$ cat src/design/upn_pkg.sv
// Shared types, character constants and character-class functions for the URL normalizer.
package upn_pkg;

	localparam logic [7:0] PCT      = 8'h25; // '%'
	localparam logic [7:0] CHAR_DEL = 8'h7f;
	localparam logic [7:0] HI_MASK  = 8'hf0;
	localparam logic [7:0] LO_MASK  = 8'h0f;

	// Decoded byte handed from the decode front to the escape back end.
	// rsv: run-ending reserved byte, written as is after the escape stage flushes.
	// last: final token of a string; on a data token the escape stage flushes after it.
	typedef struct packed {
		logic [7:0] data;
		logic       rsv;
		logic       last;
	} tok_t;

	// One output unit of the escape stage: a byte, either literal or as %XX.
	typedef struct packed {
		logic [7:0] data;
		logic       esc;
	} unit_t;

	localparam int TOK_W = $bits(tok_t);

	function automatic logic is_hex(input logic [7:0] c);
		return (c >= 8'h30 && c <= 8'h39) || (c >= 8'h41 && c <= 8'h46) ||
			(c >= 8'h61 && c <= 8'h66);
	endfunction

	function automatic logic [3:0] hex_val(input logic [7:0] c);
		logic [7:0] v;
		if (c >= 8'h30 && c <= 8'h39) begin
			v = c - 8'h30;
		end else if (c >= 8'h61 && c <= 8'h66) begin
			v = c - 8'h57;
		end else begin
			v = (c - 8'h37) & LO_MASK;
		end
		return v[3:0];
	endfunction

	function automatic logic [7:0] hex_char(input logic [3:0] v);
		return (v < 4'd10) ? (8'h30 + {4'h0, v}) : (8'h37 + {4'h0, v});
	endfunction

	function automatic logic is_reserved(input logic [7:0] c);
		logic r;
		case (c)
			8'h2d, 8'h5f, 8'h2e, 8'h21, 8'h7e, 8'h2a, 8'h27, 8'h28, 8'h29,
			8'h3b, 8'h2f, 8'h3f, 8'h3a, 8'h40, 8'h26, 8'h3d, 8'h2b, 8'h24,
			8'h2c: r = 1'b1;
			default: r = 1'b0;
		endcase
		return r;
	endfunction

	// Letters, digits, DEL (8'h7f) and high bytes pass; everything else becomes %XX.
	function automatic logic needs_esc(input logic [7:0] d);
		logic pass;
		pass = (d >= 8'h41 && d <= 8'h5a) || (d >= 8'h61 && d <= 8'h7a) ||
			(d >= 8'h30 && d <= 8'h39) || (d >= CHAR_DEL);
		return !pass;
	endfunction

endpackage

$ cat src/design/upn_fifo.sv
// Small register queue used between the stages and at the output.
module upn_fifo #(
	parameter int W     = 8,
	parameter int DEPTH = 4
) (
	input  logic         clk,
	input  logic         arst_n,
	input  logic         push,
	input  logic [W-1:0] wdata,
	output logic         full,
	input  logic         pop,
	output logic [W-1:0] rdata,
	output logic         empty
);

	localparam int AW = (DEPTH > 1) ? $clog2(DEPTH) : 1;

	logic [W-1:0] mem_q [DEPTH];
	logic [AW-1:0] wptr_q, rptr_q;
	logic [AW:0] cnt_q;
	logic do_push, do_pop;

	assign full    = (cnt_q == (AW+1)'(DEPTH));
	assign empty   = (cnt_q == '0);
	assign do_push = push && !full;
	assign do_pop  = pop && !empty;
	assign rdata   = mem_q[rptr_q];

	always_ff @(posedge clk or negedge arst_n) begin
		if (!arst_n) begin
			wptr_q <= '0;
			rptr_q <= '0;
			cnt_q  <= '0;
		end else begin
			if (do_push) begin
				wptr_q <= (wptr_q == AW'(DEPTH - 1)) ? '0 : wptr_q + 1'b1;
			end
			if (do_pop) begin
				rptr_q <= (rptr_q == AW'(DEPTH - 1)) ? '0 : rptr_q + 1'b1;
			end
			if (do_push && !do_pop) begin
				cnt_q <= cnt_q + 1'b1;
			end else if (do_pop && !do_push) begin
				cnt_q <= cnt_q - 1'b1;
			end
		end
	end

	always_ff @(posedge clk) begin
		if (do_push) begin
			mem_q[wptr_q] <= wdata;
		end
	end

endmodule

$ cat src/design/upn_front.sv
// Decode front: takes raw bytes, percent-decodes runs, issues decoded tokens one per cycle unless tok_full.
module upn_front (
	input  logic             clk,
	input  logic             arst_n,
	input  logic             push,
	input  logic [7:0]       in_byte,
	input  logic             in_last,
	output logic             full,
	output logic             tok_push,
	output upn_pkg::tok_t    tok_data,
	input  logic             tok_full
);

	logic [1:0] dcnt_q;
	logic [7:0] dh0_q, dh1_q;
	upn_pkg::tok_t list_q [3];
	logic [1:0] rem_q, idx_q;

	upn_pkg::tok_t nl [3];
	logic [1:0] nn, ncnt;
	logic [7:0] nh0, nh1;
	logic accept, emit;

	assign emit     = (rem_q != 2'd0) && !tok_full;
	assign full     = (rem_q != 2'd0) && !(emit && rem_q == 2'd1);
	assign accept   = push && !full;
	assign tok_push = emit;
	assign tok_data = list_q[idx_q];

	// Up to three tokens per byte: held bytes that fail, the byte itself, flush at string end.
	always_comb begin
		for (int i = 0; i < 3; i++) begin
			nl[i] = '0;
		end
		nn   = 2'd0;
		ncnt = dcnt_q;
		nh0  = dh0_q;
		nh1  = dh1_q;
		if (upn_pkg::is_reserved(in_byte)) begin
			if (dcnt_q != 2'd0) begin
				nl[nn] = '{data: dh0_q, rsv: 1'b0, last: 1'b0};
				nn = nn + 2'd1;
			end
			if (dcnt_q == 2'd2) begin
				nl[nn] = '{data: dh1_q, rsv: 1'b0, last: 1'b0};
				nn = nn + 2'd1;
			end
			nl[nn] = '{data: in_byte, rsv: 1'b1, last: in_last};
			nn = nn + 2'd1;
			ncnt = 2'd0;
		end else begin
			if (dcnt_q == 2'd1 && upn_pkg::is_hex(in_byte)) begin
				nh1  = in_byte;
				ncnt = 2'd2;
			end else if (dcnt_q == 2'd2 && upn_pkg::is_hex(in_byte)) begin
				nl[nn] = '{data: {upn_pkg::hex_val(dh1_q), upn_pkg::hex_val(in_byte)},
					rsv: 1'b0, last: 1'b0};
				nn = nn + 2'd1;
				ncnt = 2'd0;
			end else begin
				if (dcnt_q != 2'd0) begin
					nl[nn] = '{data: dh0_q, rsv: 1'b0, last: 1'b0};
					nn = nn + 2'd1;
				end
				if (dcnt_q == 2'd2) begin
					nl[nn] = '{data: dh1_q, rsv: 1'b0, last: 1'b0};
					nn = nn + 2'd1;
				end
				if (in_byte == upn_pkg::PCT) begin
					nh0  = upn_pkg::PCT;
					ncnt = 2'd1;
				end else begin
					nl[nn] = '{data: in_byte, rsv: 1'b0, last: 1'b0};
					nn = nn + 2'd1;
					ncnt = 2'd0;
				end
			end
			if (in_last) begin
				if (ncnt != 2'd0) begin
					nl[nn] = '{data: nh0, rsv: 1'b0, last: 1'b0};
					nn = nn + 2'd1;
				end
				if (ncnt == 2'd2) begin
					nl[nn] = '{data: nh1, rsv: 1'b0, last: 1'b0};
					nn = nn + 2'd1;
				end
				ncnt = 2'd0;
				// a final byte always leaves at least one token
				nl[nn - 2'd1].last = 1'b1;
			end
		end
	end

	always_ff @(posedge clk or negedge arst_n) begin
		if (!arst_n) begin
			dcnt_q <= 2'd0;
			rem_q  <= 2'd0;
			idx_q  <= 2'd0;
		end else if (accept) begin
			dcnt_q <= ncnt;
			rem_q  <= nn;
			idx_q  <= 2'd0;
		end else if (emit) begin
			rem_q <= rem_q - 2'd1;
			idx_q <= idx_q + 2'd1;
		end
	end

	always_ff @(posedge clk) begin
		if (accept) begin
			dh0_q  <= nh0;
			dh1_q  <= nh1;
			list_q <= nl;
		end
	end

endmodule

$ cat src/design/upn_back.sv
// Escape back end: takes decoded tokens, emits normalized bytes one per cycle unless out_full is high.
module upn_back (
	input  logic             clk,
	input  logic             arst_n,
	input  logic             tok_empty,
	input  upn_pkg::tok_t    tok_data,
	output logic             tok_pop,
	output logic             out_push,
	output logic [7:0]       out_data,
	output logic             out_last,
	input  logic             out_full
);

	logic [1:0] ecnt_q;
	logic [7:0] eh0_q, eh1_q;
	upn_pkg::unit_t units_q [3];
	logic [1:0] rem_q, idx_q, sub_q;
	logic last_q;

	upn_pkg::unit_t nu [3];
	logic [1:0] nn, ncnt;
	logic [7:0] nh0, nh1, d;
	upn_pkg::unit_t cur;
	logic busy, emit, unit_done, final_byte, take;

	assign busy       = (rem_q != 2'd0);
	assign emit       = busy && !out_full;
	assign cur        = units_q[idx_q];
	assign unit_done  = !cur.esc || (sub_q == 2'd2);
	assign final_byte = unit_done && (rem_q == 2'd1);
	assign take       = !tok_empty && (!busy || (emit && final_byte));
	assign tok_pop    = take;
	assign out_push   = emit;
	assign out_last   = final_byte && last_q;

	always_comb begin
		if (!cur.esc) begin
			out_data = cur.data;
		end else begin
			case (sub_q)
				2'd0: out_data = upn_pkg::PCT;
				2'd1: out_data = upn_pkg::hex_char(4'((cur.data & upn_pkg::HI_MASK) >> 4));
				default: out_data = upn_pkg::hex_char(4'(cur.data & upn_pkg::LO_MASK));
			endcase
		end
	end

	// Expand one token into at most three units; held '%' sequences wait for hex digits.
	always_comb begin
		for (int i = 0; i < 3; i++) begin
			nu[i] = '0;
		end
		nn   = 2'd0;
		ncnt = ecnt_q;
		nh0  = eh0_q;
		nh1  = eh1_q;
		d    = tok_data.data;
		if (tok_data.rsv) begin
			if (ecnt_q != 2'd0) begin
				nu[nn] = '{data: eh0_q, esc: upn_pkg::needs_esc(eh0_q)};
				nn = nn + 2'd1;
			end
			if (ecnt_q == 2'd2) begin
				nu[nn] = '{data: eh1_q, esc: upn_pkg::needs_esc(eh1_q)};
				nn = nn + 2'd1;
			end
			nu[nn] = '{data: d, esc: 1'b0};
			nn = nn + 2'd1;
			ncnt = 2'd0;
		end else begin
			if (ecnt_q == 2'd1 && upn_pkg::is_hex(d)) begin
				nh1  = d;
				ncnt = 2'd2;
			end else if (ecnt_q == 2'd2 && upn_pkg::is_hex(d)) begin
				// valid escape kept verbatim
				nu[0] = '{data: eh0_q, esc: 1'b0};
				nu[1] = '{data: eh1_q, esc: 1'b0};
				nu[2] = '{data: d, esc: 1'b0};
				nn = 2'd3;
				ncnt = 2'd0;
			end else begin
				if (ecnt_q != 2'd0) begin
					nu[nn] = '{data: eh0_q, esc: upn_pkg::needs_esc(eh0_q)};
					nn = nn + 2'd1;
				end
				if (ecnt_q == 2'd2) begin
					nu[nn] = '{data: eh1_q, esc: upn_pkg::needs_esc(eh1_q)};
					nn = nn + 2'd1;
				end
				if (d == upn_pkg::PCT) begin
					nh0  = upn_pkg::PCT;
					ncnt = 2'd1;
				end else begin
					nu[nn] = '{data: d, esc: upn_pkg::needs_esc(d)};
					nn = nn + 2'd1;
					ncnt = 2'd0;
				end
			end
			if (tok_data.last) begin
				if (ncnt != 2'd0) begin
					nu[nn] = '{data: nh0, esc: upn_pkg::needs_esc(nh0)};
					nn = nn + 2'd1;
				end
				if (ncnt == 2'd2) begin
					nu[nn] = '{data: nh1, esc: upn_pkg::needs_esc(nh1)};
					nn = nn + 2'd1;
				end
				ncnt = 2'd0;
			end
		end
	end

	always_ff @(posedge clk or negedge arst_n) begin
		if (!arst_n) begin
			ecnt_q <= 2'd0;
			rem_q  <= 2'd0;
			idx_q  <= 2'd0;
			sub_q  <= 2'd0;
		end else if (take) begin
			ecnt_q <= ncnt;
			rem_q  <= nn;
			idx_q  <= 2'd0;
			sub_q  <= 2'd0;
		end else if (emit) begin
			if (unit_done) begin
				rem_q <= rem_q - 2'd1;
				idx_q <= idx_q + 2'd1;
				sub_q <= 2'd0;
			end else begin
				sub_q <= sub_q + 2'd1;
			end
		end
	end

	always_ff @(posedge clk) begin
		if (take) begin
			eh0_q   <= nh0;
			eh1_q   <= nh1;
			units_q <= nu;
			last_q  <= tok_data.last;
		end
	end

endmodule

$ cat src/design/url_percent_normalizer.sv
// URL normalizer top level: decode front, token queue, escape back end, output queue.
//
// Input channel: push/full. A raw URL byte (in_byte) is taken at a clock edge with push
// high and full low; in_last marks the final byte of a string.
// Output channel: empty/pop. The oldest normalized byte (out_byte, out_last) is shown
// while empty is low and leaves at an edge with pop high. out_last flags the final
// output byte produced by a string's last input byte.
// Path: a byte that passes straight through is registered in the front list, the token
// queue, the back-end unit list and the output queue before it reaches the output ports.
// Throughput: the back end writes one output byte per cycle unless the output queue is
// full; an item yields 1 output byte for a plain byte, 3 for a byte that becomes %XX,
// up to 7 for a token that flushes held escapes. The front issues one decoded token per
// cycle unless the token queue is full; the queue (TOK_DEPTH) lets it outrun the back end.
// Reset (arst_n low) empties both queues and drops all held escape bytes; full is low
// and empty high. When the receiver stops popping, the output queue fills, the back
// end stalls, then the token queue, and finally full rises; nothing is lost.
module url_percent_normalizer #(
	parameter int TOK_DEPTH = 4,
	parameter int OUT_DEPTH = 2
) (
	input  logic       clk,
	input  logic       arst_n,
	input  logic       push,
	input  logic [7:0] in_byte,
	input  logic       in_last,
	output logic       full,
	input  logic       pop,
	output logic [7:0] out_byte,
	output logic       out_last,
	output logic       empty
);

	logic tok_push, tok_full, tok_pop, tok_empty;
	upn_pkg::tok_t tok_wdata, tok_rdata;
	logic [upn_pkg::TOK_W-1:0] tok_rbits;
	logic opush, ofull, olast;
	logic [7:0] obyte;
	logic [8:0] orbits;

	upn_front u_front (
		.clk      (clk),
		.arst_n   (arst_n),
		.push     (push),
		.in_byte  (in_byte),
		.in_last  (in_last),
		.full     (full),
		.tok_push (tok_push),
		.tok_data (tok_wdata),
		.tok_full (tok_full)
	);

	upn_fifo #(
		.W     (upn_pkg::TOK_W),
		.DEPTH (TOK_DEPTH)
	) u_tok_q (
		.clk    (clk),
		.arst_n (arst_n),
		.push   (tok_push),
		.wdata  (tok_wdata),
		.full   (tok_full),
		.pop    (tok_pop),
		.rdata  (tok_rbits),
		.empty  (tok_empty)
	);

	assign tok_rdata = upn_pkg::tok_t'(tok_rbits);

	upn_back u_back (
		.clk       (clk),
		.arst_n    (arst_n),
		.tok_empty (tok_empty),
		.tok_data  (tok_rdata),
		.tok_pop   (tok_pop),
		.out_push  (opush),
		.out_data  (obyte),
		.out_last  (olast),
		.out_full  (ofull)
	);

	upn_fifo #(
		.W     (9),
		.DEPTH (OUT_DEPTH)
	) u_out_q (
		.clk    (clk),
		.arst_n (arst_n),
		.push   (opush),
		.wdata  ({obyte, olast}),
		.full   (ofull),
		.pop    (pop),
		.rdata  (orbits),
		.empty  (empty)
	);

	assign out_byte = orbits[8:1];
	assign out_last = orbits[0];

endmodule

$ cat config.mk
export PLATFORM = sky130hd
export DESIGN_NAME = url_percent_normalizer
export DESIGN_NICKNAME = d
export VERILOG_FILES = /design/src/design/upn_pkg.sv /design/src/design/upn_fifo.sv /design/src/design/upn_front.sv /design/src/design/upn_back.sv /design/src/design/url_percent_normalizer.sv
export SDC_FILE = /design/constraint.sdc
export NUM_CORES = 1
export LEC_CHECK = 0
export ABC_AREA = 1
export BUFFER_PORTS_ARGS = -buffer_cell sky130_fd_sc_hd__buf_2
export CAP_MARGIN = 30
export CORE_ASPECT_RATIO = 1.75
export CORE_MARGIN = 2
export CORE_UTILIZATION = 68
export CTS_BUF_LIST = sky130_fd_sc_hd__clkbuf_4
export DETAILED_ROUTE_END_ITERATION = 7
export PLACE_DENSITY_LB_ADDON = 0.08
export RECOVER_POWER = 25
export SLEW_MARGIN = 10
export SYNTH_ARGS = -nofsm -noshare
export SYNTH_HDL_FRONTEND = slang
export SYNTH_SLANG_ARGS = --single-unit
$ cat constraint.sdc
create_clock -name clk -period 13 [get_ports clk]
set_clock_uncertainty 0.1 [all_clocks]
set_input_delay 2.6 -clock clk [delete_from_list [all_inputs] [get_ports clk]]
set_output_delay 2.6 -clock clk [all_outputs]
set_load 0.05 [all_outputs]
* Word-level counts from Yosys, hierarchy flattened
Memories as Yosys holds them, arrays and structs flattened.
Index checks and enable logic that the tools add are counted.
Widths: inputs -> output; s select.
** Word-level totals
- Bits in registers :: 115
- Bits in writable memories :: 58
- Input port bits :: 13
- Output and inout bits :: 11
- Word-level logic and storage cells :: 504
- Memories kept :: 2
** Memories
- u_tok_q.mem_q :: depth 4, bits a word 10, rd ports 1, clocked after Yosys merged registers in 0, write ports 1, line upn_fifo.sv:18 : logic [W-1:0] mem_q [DEPTH];
- u_out_q.mem_q :: depth 2, bits a word 9, rd ports 1, clocked after Yosys merged registers in 0, write ports 1, line upn_fifo.sv:18
** Operators by class
- $add $sub $neg :: 36
- Magnitude comparators :: 77
- Equality and inequality tests :: 35
- Multiplexer cells :: 192
- Bitwise logic cells :: 17
- Reduce and logical (&&, ||, !) cells :: 112
** Operator list (number)
- $mux 30 :: 17
- $mux 27 :: 16
- $bwmux 30 :: 7
- $bwmux 27 :: 6
- $eq 8x6->1 const B :: 18
- $ge 8x7->1 const B :: 18
- $demux 10 s2 :: 7
- $mux 10 :: 14
- $mux 2 :: 68
- $le 8x7->1 const B :: 15
- $mux 8 :: 15
- $mux 9 :: 13
- $demux 9 s2 :: 6
- $ge 8x6->1 const B :: 7
- $le 8x6->1 const B :: 7
- $logic_and 1x1->1 :: 56
- $ge 3x3->1 const B :: 15
- $not 2->3 :: 15
- $lt 3x1->1 const B :: 13
- $add 2x1->2 const B :: 18
- $add 6x4->7 const A :: 4
- $eq 8x7->1 const B :: 3
- $reduce_bool 2->1 :: 11
- $logic_or 1x1->1 :: 21
- 23 further kinds :: 79

* Logic depth before layout (Yosys ltp)
- Depth in word-level cells :: 35
- Gate-level depth with buffers :: 25

* Hierarchy
Synthesis repeated with hierarchy kept, for this count alone.
** Second synthesis, totals
- Cells, all modules :: 1399
- Area, all modules :: 11234.5 µm²
** By module, submodules not included
- upn_front :: instances 1, cells each 586, area an instance 4149.0 µm², seq. area each 1531.5 µm²
- upn_back :: instances 1, cells each 558, area an instance 4130.2 µm², seq. area each 1521.5 µm²
- upn_fifo (u_tok_q) :: instances 1, cells each 177, area an instance 2074.5 µm², seq. area each 1376.3 µm²
- upn_fifo (u_out_q) :: instances 1, cells each 78, area an instance 880.8 µm², seq. area each 640.6 µm²

* Least setup slack after synthesis
Ideal clock, no wire load.
- Path type :: input -> register
- Start point :: input port push
- End point :: register u_front.dh0_q[0] (enable)
- Library setup time :: 0.390 ns
- Arrival time :: 5.214 ns
- Data required time :: 12.510 ns
- Slack :: 7.296 ns
- Stages on the path :: 4
- Path buffers :: 0
- Cells stage by stage :: inv_1 nor2_1 inv_1 nor2_1
** On the way
- Cells in the longest elaborated chain, start to end :: 2
** Ends and longest elaborated chain
- start, declared :: line url_percent_normalizer.sv:23 : input logic push,
- $logic_and 1x1->1 :: line upn_front.sv:26 : assign accept = push && !full;
- via u_front.accept :: line upn_front.sv:22 : logic accept, emit;
- $reduce_and 2->1 (no line)
- end signal, assigned :: line upn_front.sv:111 : dh0_q <= nh0;
- end, declared :: line upn_front.sv:15 : logic [7:0] dh0_q, dh1_q;
The timed path passes the listed nets, and every way through them passes these cells.
A chain may end at the register's enable or synchronous reset.

==> results.py <==
metrics = {
    "timing": {
        "finalCriticalPeriod_ns": 5.96,
        "tightest_slew_ns": 1.37,
        "slew_violations": 0,
        "slew_headroom_pct": 8.93,
        "hold_viol_final": 0,
        "period_share_pct": 45.8,
        "grt_setup_unrepaired": "false",
        "setup_viol": 0,
        "max_freq_mhz": 168,
        "finalSetupTns_ns": 0,
    },
    "logic_synthesis": {
        "ys_ff_latch": 173,
        "synth_edf_count": 148,
        "synth_top_area_share_pct": 40.1,
        "synthDistinctLibCells": 57,
        "synthTopCellsByArea": "edfxtp_1 40%, nand2_1 11%, o21ai_0 6.1%, dfrtp_1 5.6%, inv_1 4.7%",
        "async_flop_share_pct": 14.5,
        "synth_warnings": 0,
        "synth_top_flop_cell": "edfxtp_1",
        "synth-seq-area-share_pct": 45.7,
        "syn_inst": 1371,
        "syn_area_per_cell_um2": 8.09,
        "synth_top_cell_by_area": "edfxtp_1",
        "synth_fp_nets": 1419,
        "syn_area_um2": 11100,
    },
    "grt": {
        "gr-total-overflow": 0,
        "grt_use_total_pct": 36.8,
        "antenna_found_initial": 1,
        "first_global_vias": 9673,
        "grt_max_degree": 39,
        "grt_pass1_wl_um": 48800,
    },
    "floorplanning": {
        "rows": 61,
        "die_area_um2": 17400,
        "dieHeight_um": 173,
        "ios": 24,
        "die_x_um": 101,
        "start_util_pct": 69.5,
        "core_um2": 16000,
    },
    "clock_network": {
        "cts_made_buffers": 17,
        "cts_setup_buffers": 0,
        "cts.sinks": 173,
        "clockBufferDepth": 2,
        "cts-resized-gates": 0,
        "clkLatencyLatePin_ns": 0.58,
        "cts_hold_buffers": 0,
        "cts_tree": "built",
        "root_buffer": "clkbuf_4",
        "clk_pin_slew_ns": 0.14,
        "h-tree-depth": 4,
    },
    "route": {
        "avgRoutedWirePerCell_um": 19.6,
        "viasPerCell": 6.28,
        "drc": 0,
        "detail-route-antenna-nets": 0,
        "wl_um": 31000,
        "drtPass1Iterations": 5,
        "drt_iter0_drc": 609,
        "num_vias": 9923,
    },
    "pwr": {
        "ir_worst_vdd_mv": 0.117,
        "leakage_nw": 5.12,
        "power_density_nw_per_um2": 254,
        "total_power_mw": 2.94,
    },
    "critical_path": {
        "cp-start-kind": "input pin",
        "slowest_delay_ns": 0.59,
        "critPathBufInv": 7,
        "r2r-start": "u_tok_q.rptr_q[1]$_DFFE_PN0P_",
        "crit_path_cell_trace": "buf_2, inv_1, ha_1, nand3_1, inv_1, nand2_1, nand2_1, inv_1, ha_1, nand2_1, nand2_1, inv_1, ha_1, inv_1, nor2_1, inv_1, o21ai_0, a21oi_1, o21ai_0",
        "cp-end-kind": "flip-flop",
        "reg2reg_slack_ns": 8.24,
        "cp.required_ns": 13.31,
        "crit_top_cell": "inv_1",
        "cp_top_family": "buffers and inverters",
        "slowest_stage": "inv_1",
        "crit_fanout": 15,
        "r2r_cells": 16,
        "r2r-end": "u_back.units_q[15]$_DFFE_PP_",
        "cp_data_arrival_time_ns": 6.27,
        "worst-setup-path-type": "in -> reg",
    },
    "final_layout": {
        "final_cell_mix": "328 x nand2_1, 148 x edfxtp_1, 140 x inv_1",
        "final_cell_count_no_fill": 1580,
        "drive_gt1_share_pct": 9.35,
        "design_area_um2": 11600,
        "layout_commonest_cell": "nand2_1",
        "nets": 1425,
        "multi_input_area_um2": 5140,
        "area_delta_synth_final_pct": 4.49,
        "seqCellArea_um2": 5070,
        "n_fill_cell": 1288,
    },
    "worst_hold_path": {
        "hold_end": "u_out_q.cnt_q[0]$_DFFE_PN0P_",
        "hold_path_depth": 1,
        "min_path_type": "reg -> reg",
        "hold_start": "u_out_q.cnt_q[0]$_DFFE_PN0P_",
    },
    "place": {
        "gp_congestion": 0.983,
        "hpwlAfterDp_um": 23100,
        "numPortBuffers": 23,
        "place_area_um2": 11200,
        "placed_cells": 1544,
    },
    "job": {
        "max-cap-violations": 0,
    },
    "status": {
        "status": "completed",
    },
}
-- final cells by class --
| class | instances | area share (%) |
|---|---|---|
| multi-input cells | 992 | 44.4 |
| inverters | 157 | 5.15 |
| clock inverters | 13 | 1.63 |
| well taps | 189 | 2.04 |
| clock buffers | 19 | 1.23 |
| repair buffers | 36 | 1.82 |
| diodes | 1 | 0.0216 |
| flip-flops and latches | 173 | 43.7 |
-- sequential cells by signal, summed over array words and instances (netlist names), 3 cells and up --
register,cells
u_tok_q.mem_q,40
u_front.list_q,30
u_back.units_q,27
u_out_q.mem_q,18
u_back.eh0_q,8
u_back.eh1_q,8
u_front.dh0_q,8
u_front.dh1_q,8
u_tok_q.cnt_q,3
-- report_power, final --
| part | switching [mW] | total, mW | leakage, nW | internal (mW) |
|---|---|---|---|---|
| registers | 0.117 | 1.08 | 1.70 | 0.962 |
| logic | 1.11 | 1.51 | 3.25 | 0.406 |
| clock network | 0.194 | 0.353 | 0.167 | 0.158 |
-- worst reg2reg max path, delay by kind of cell (launching register included) --
family                     cells  cell delay, ns
and+or+nand+nor                9            1.84
buffers and inverters          4            0.92
DFF                            1            0.83
adders and majority gates      1            0.44
AOI/OAI and AO/OA              2            0.36
-- cell families (layout without fill, tap and decap cells) --
group / after synthesis / after routing / share of synthesized area (%)
buffers and inverters: 206 / 225 / 7.91
AND/OR/NAND/NOR: 633 / 633 / 24.8
flip-flops: 173 / 173 / 45.7
adder cells (fa/ha/maj): 35 / 35 / 4.02
other: 0 / 1 / 0
XOR/XNOR: 11 / 11 / 0.869
AO/OA/AOI/OAI: 313 / 313 / 16.7
-- how the worst max path moves through the flow --
stage,startpoint,end,slack (ns),depth (start not counted)
final,in_byte[1],u_front.list_q[24]$_DFFE_PP_,7.04,19
after CTS,in_byte[1],u_front.list_q[25]$_DFFE_PP_,7.17,19
after floorplan,push,u_front.dh0_q[0]$_DFFE_PP_,7.30,4
after global placement,in_byte[1],u_front.list_q[24]$_DFFE_PP_,6.47,24
after global routing,in_byte[6],u_front.list_q[27]$_DFFE_PP_,6.82,21
after detailed placement,in_byte[1],u_front.list_q[25]$_DFFE_PP_,6.60,19
-- layer usage --
layer	global-route usage, %	wire length, µm	up-vias
met4	29.8	2840	0
met5	0	0	-
met1	35.0	9520	4587
li1	-	-	4698
met3	5.78	2010	159
met2	67.0	16600	479
-- through the flow --
step | util [%] | setup slack (ns) | hold WS [ns]
final | 72.7 | 7.04 | 0.429
after global routing | 72.7 | 6.82 | 0.445
after CTS | 72.5 | 7.17 | 0.434
after detailed placement | 70.5 | 6.60 | 0.411
after global placement | 70.4 | 6.47 | 0.404
after floorplan | - | 7.30 | 0.382
-- cells in the mapped netlist (all sizes together) (2+ instances only) --
library cell / n
a211oi: 2
a21oi: 64
a22oi: 7
a31oi: 4
a32oi: 2
a41o: 5
buf: 29
clkbuf: 20
clkinv: 7
dfrtp: 25
edfxtp: 148
ha: 34
inv: 150
nand2: 355
nand3: 100
nand4: 11
nor2: 141
nor3: 16
o211ai: 36
o21a: 2
o21ai: 147
o21bai: 7
o22ai: 24
o31ai: 4
or2: 7
xnor2: 3
xor2: 8
No activity file was read; power rests on OpenSTA's default activity.
